[config.mk]
export PLATFORM = sky130hd
export DESIGN_NAME = twl_lerp
export DESIGN_NICKNAME = d
export VERILOG_FILES = /design/src/sv/twl_pkg.sv /design/src/sv/twl_lerp.sv
export SDC_FILE = /design/constraint.sdc
export NUM_CORES = 1
export LEC_CHECK = 0
export BUFFER_PORTS_ARGS = -buffer_cell sky130_fd_sc_hd__buf_2
export CORE_MARGIN = 4
export CORE_UTILIZATION = 50
export CTS_BUF_LIST = sky130_fd_sc_hd__clkbuf_8
export DETAILED_ROUTE_END_ITERATION = 8
export GPL_TIMING_DRIVEN = 0
export MAX_ROUTING_LAYER = met4
export PLACE_DENSITY = 0.69
export SYNTH_ARGS = -nofsm -noshare
export SYNTH_HDL_FRONTEND = slang
export SYNTH_SLANG_ARGS = --single-unit
[constraint.sdc]
create_clock -name clock -period 8.3 [get_ports clock]
set_clock_uncertainty 0.2 [all_clocks]
set_input_delay 0.83 -clock clock [delete_from_list [all_inputs] [get_ports clock]]
set_output_delay 0.83 -clock clock [all_outputs]
set_load 0.01 [all_outputs]
[src/sv/twl_pkg.sv]
// Shared types and constants for the table waveshaper with linear interpolation.
// Used by twl_lerp and table_waveshaper_lerp; depends on nothing.
package twl_pkg;

   localparam int SAMPLE_W    = 16;
   localparam int ADDR_W      = 10;
   localparam int TABLE_DEPTH = 1024;
   localparam int SIZE_W      = 11;
   localparam int POS_W       = SAMPLE_W + ADDR_W;
   localparam int REQ_DATA_W  = 48;
   localparam int DIFF_W      = SAMPLE_W + 1;
   localparam int PROD_W      = 2 * DIFF_W;

   localparam logic [SAMPLE_W-1:0] SIGN_FLIP = {1'b1, {(SAMPLE_W-1){1'b0}}};

   typedef enum logic {
      REQ_SAMPLE = 1'b0,
      REQ_WRITE  = 1'b1
   } req_kind_type;

   typedef struct packed {
      logic                is_sample;
      logic                bypass;
      logic [SAMPLE_W-1:0] sample;
   } lerp_ctl_type;

endpackage

[src/sv/twl_lerp.sv]
// Interpolation back end: difference, scaled step and final add over three stages.
// Depends on twl_pkg.
module twl_lerp (
   input  logic                          clock,
   input  logic                          reset,
   input  logic                          en,
   input  logic                          in_v,
   input  twl_pkg::lerp_ctl_type         in_ctl,
   input  logic [twl_pkg::SAMPLE_W-1:0]  in_a,
   input  logic [twl_pkg::SAMPLE_W-1:0]  in_b,
   input  logic [twl_pkg::SAMPLE_W-1:0]  in_frac,
   output logic                          out_v,
   output logic [twl_pkg::SAMPLE_W-1:0]  out_data
);

   logic                                s4_v_ff;
   twl_pkg::lerp_ctl_type               s4_ctl_ff;
   logic signed [twl_pkg::DIFF_W-1:0]   d4_in, d4_ff;
   logic [twl_pkg::SAMPLE_W-1:0]        a4_ff, frac4_ff;

   logic                                s5_v_ff;
   twl_pkg::lerp_ctl_type               s5_ctl_ff;
   logic signed [twl_pkg::PROD_W-1:0]   prod_in, prod_ff;
   logic signed [twl_pkg::DIFF_W-1:0]   d5_ff;
   logic [twl_pkg::SAMPLE_W-1:0]        a5_ff;

   logic                                out_v_ff;
   logic [twl_pkg::SAMPLE_W-1:0]        out_in, out_ff;

   logic signed [twl_pkg::DIFF_W:0]     step5;
   logic signed [twl_pkg::DIFF_W:0]     sum5;

   assign d4_in   = $signed({in_b[twl_pkg::SAMPLE_W-1], in_b})
                  - $signed({in_a[twl_pkg::SAMPLE_W-1], in_a});
   assign prod_in = d4_ff * $signed({1'b0, frac4_ff});
   assign step5   = prod_ff[twl_pkg::PROD_W-1:twl_pkg::SAMPLE_W];
   assign sum5    = $signed({{2{a5_ff[twl_pkg::SAMPLE_W-1]}}, a5_ff}) + step5;
   assign out_in  = s5_ctl_ff.bypass ? s5_ctl_ff.sample : sum5[twl_pkg::SAMPLE_W-1:0];

   always_ff @(posedge clock) begin
      if (reset) begin
         s4_v_ff  <= 1'b0;
         s5_v_ff  <= 1'b0;
         out_v_ff <= 1'b0;
      end else if (en) begin
         s4_v_ff  <= in_v;
         s5_v_ff  <= s4_v_ff;
         out_v_ff <= s5_v_ff && s5_ctl_ff.is_sample;
      end
   end

   always_ff @(posedge clock) begin
      if (en) begin
         s4_ctl_ff <= in_ctl;
         d4_ff     <= d4_in;
         a4_ff     <= in_a;
         frac4_ff  <= in_frac;
         s5_ctl_ff <= s4_ctl_ff;
         prod_ff   <= prod_in;
         d5_ff     <= d4_ff;
         a5_ff     <= a4_ff;
         out_ff    <= out_in;
      end
   end

   assign out_v    = out_v_ff;
   assign out_data = out_ff;

   a_step_within_span: assert property (@(posedge clock) disable iff (reset)
      s5_v_ff && s5_ctl_ff.is_sample && !s5_ctl_ff.bypass |->
         ((d5_ff >= 0) ? (step5 >= 0 && step5 <= d5_ff) : (step5 <= 0 && step5 >= d5_ff)))
      else $error("interpolation step leaves the a..b span");

endmodule

==> results.json <==
{
  "syn_avg_cell_area_um2": 10.6,
  "rsz0062_at_grt": "no",
  "grt_pass1_wl_um": 56300,
  "port_buffers": 86,
  "grt-ovfl-total": 0,
  "synth.area.top_cells": "fa_1 35%, edfxtp_1 26%, ha_1 9.1%",
  "antenna_found_initial": 1,
  "firstDrtPassIters": 5,
  "cp-end-kind": "flop",
  "crit_arrival_ns": 7.24,
  "first_global_vias": 11086,
  "cts_hold_buf": 0,
  "finalCriticalPeriod_ns": 7.25,
  "slowest_stage": "fa_1",
  "die_w_um": 183,
  "start_kind": "flop",
  "yosys.area.top_type_share_pct": 34.8,
  "tightest_slew_ns": 0.759,
  "routed_via_density": 5.20,
  "seq_area_frac_synth_pct": 26.4,
  "worst_ep_required_time_ns": 8.28,
  "cts_max_level": 4,
  "gp_congestion": 0.944,
  "cts_buffers": 17,
  "path_clk_slew_ns": 0.10,
  "cp_max_fo": 10,
  "status": "finished, final reports clean",
  "dp_slack_ns": 1.06,
  "first_iter_violations": 562,
  "max-cap-violations": 0,
  "yosys.cell_types.count": 54,
  "pin_count": 87,
  "crit_buf_inv": 5,
  "cts_tree": "done",
  "grt_max_degree": 108,
  "dp_hpwl_um": 27500,
  "hold_path_class": "reg2reg",
  "wl_per_cell_um": 17.4,
  "layout-drive-gt1-share_pct": 8.62,
  "regArea_um2": 4050,
  "hold_viol_final": 0,
  "ys_ff_latch": 136,
  "synth_cells": 1448,
  "synth_warnings": 0,
  "synth_top_area_cell": "fa_1",
  "syn_to_final_growth_pct": 8.95,
  "clock_latency_ns": 0.45,
  "clock-sinks": 136,
  "finalSetupViolCount": 0,
  "route.detailed.drc": 0,
  "slew_violations": 0,
  "fin_ws_ns": 1.05,
  "start_util_pct": 51.2,
  "synth_edf_count": 133,
  "coreArea_um2": 30000,
  "tns_ns": 0,
  "crit_chain": "clkbuf_1 -> clkbuf_1 -> nand2_1 -> fa_1 -> inv_1 -> fa_1 -> inv_1 -> fa_1 -> inv_1 -> fa_1 -> fa_1 -> fa_1 -> ha_1 -> a21oi_1 -> o21ai_1 -> a21oi_1 -> nand2_1 -> a221o_1 -> a21oi_2 -> o21bai_1 -> xor2_1",
  "totalWireLength_um": 34200,
  "vias": 10190,
  "synth-main-ff-cell": "edfxtp_1",
  "placedCellCount": 1925,
  "ant_nets": 0,
  "post-cts-setup-buffers": 0,
  "relSlewSlack_pct": 49.4,
  "critPathMostFrequentCell": "fa_1",
  "cts-resized-gates": 0,
  "dieHeight_um": 183,
  "multi_input_area_um2": 9820,
  "whs_ns": 0.215,
  "final_cells": 1961,
  "synth_nets": 1896,
  "nFillCells": 2625,
  "grt_use_total_pct": 22.3,
  "max_freq_ghz": 0.138,
  "syn_area_um2": 15300,
  "async_reset_ff_share_pct": 0,
  "fp-row-count": 63,
  "crit_family": "adder cells",
  "nets": 2002,
  "period_share_pct": 87.4,
  "cts.path.max_buffers": 2,
  "critPathMaxStageDelay_ns": 0.54,
  "die_area_um2": 33600,
  "crit_type": "reg2reg",
  "clock-root-buffer": "clkbuf_8"
}
final timing paths:
check                                            start                      to  slack (ns)  cells past startpoint
worst max-delay path             frac4_ff[9]$_DFFE_PP_   prod_ff[25]$_DFFE_PP_        1.05                     21
worst min-delay path            s4_ctl_ff[3]$_DFFE_PP_  s5_ctl_ff[3]$_DFFE_PP_        0.21                      0
worst max register to register   frac4_ff[9]$_DFFE_PP_   prod_ff[25]$_DFFE_PP_        1.05                     21
worst min register to register  s4_ctl_ff[3]$_DFFE_PP_  s5_ctl_ff[3]$_DFFE_PP_        0.21                      0
sequential cells by signal (all words and copies together), names as in the netlist:
signal and cells:
s4_ctl_ff 18, s5_v_ff 1, s4_v_ff 1, a5_ff 16, d4_ff 17, a4_ff 16, out_v 1, frac4_ff 16
prod_ff 16, s5_ctl_ff 18, out_data 16
kinds of logic after synthesis:
kind of cell | after synthesis | share of synthesized area, %
compound gates | 105 | 4.54
flops | 136 | 26.4
buf+inv | 390 | 9.54
simple gates | 382 | 12.3
mux | 5 | 0.351
xor+xnor | 52 | 2.97
fa+ha+maj | 378 | 43.9
cell usage after synthesis, drive strengths merged (2+ instances only):
cell type,instances
a21boi,4
or3,7
xnor2,34
a21oi,27
nand2,180
nor2b,4
a41o,3
edfxtp,133
and3,5
dfxtp,3
o31a,2
a211oi,7
inv,352
or2,2
nand4,2
o21ai,35
o31ai,3
ha,111
nor3b,2
o21a,4
mux2,3
nor3,14
fa,267
xor2,18
and2,125
nand2b,4
clkbuf,38
nand3,7
o311ai,2
a21o,4
o41ai,2
o21bai,2
or2b,2
mux2i,2
nor2,24
a31oi,4
layout make-up:
type	instances	share of cell area [%]
plain buffers	38	0.853
diodes	4	0.0599
well taps	390	2.92
inverters	352	7.90
flip-flops and latches	136	24.3
clock buffers	17	1.40
multi-input cells	922	58.8
clock inverters	15	1.06
repair buffers	87	2.78
cell usage in the layout (no fill, tap or decap), types with 18 or more instances in the layout:
| master | instances |
|---|---|
| xor2_1 | 18 |
| fa_1 | 267 |
| a21oi_1 | 25 |
| ha_1 | 111 |
| and2_1 | 125 |
| inv_1 | 354 |
| buf_2 | 85 |
| nor2_1 | 24 |
| nand2_1 | 180 |
| o21ai_0 | 27 |
| clkbuf_1 | 38 |
| edfxtp_1 | 133 |
| xnor2_1 | 34 |
metrics by stage:
| stage | area (µm²) | utilization, % |
|---|---|---|
| floorplan | 15300 | - |
| global placement | 16300 | 54.3 |
| detailed placement | 16300 | 54.4 |
| CTS | 16700 | 55.8 |
| global route | 16700 | 55.8 |
| finish | 16700 | 55.8 |
routing by layer:
| layer | global-route usage, % | routed length [µm] |
|---|---|---|
| met1 | 28.3 | 13900 |
| met4 | 7.24 | 1140 |
| met5 | - | 0 |
| met2 | 36.5 | 17000 |
| met3 | 4.07 | 2060 |
Power is left out: the tool's default activity adds up to more than one toggle a clock period on the data nets, which glitch-free logic cannot reach.
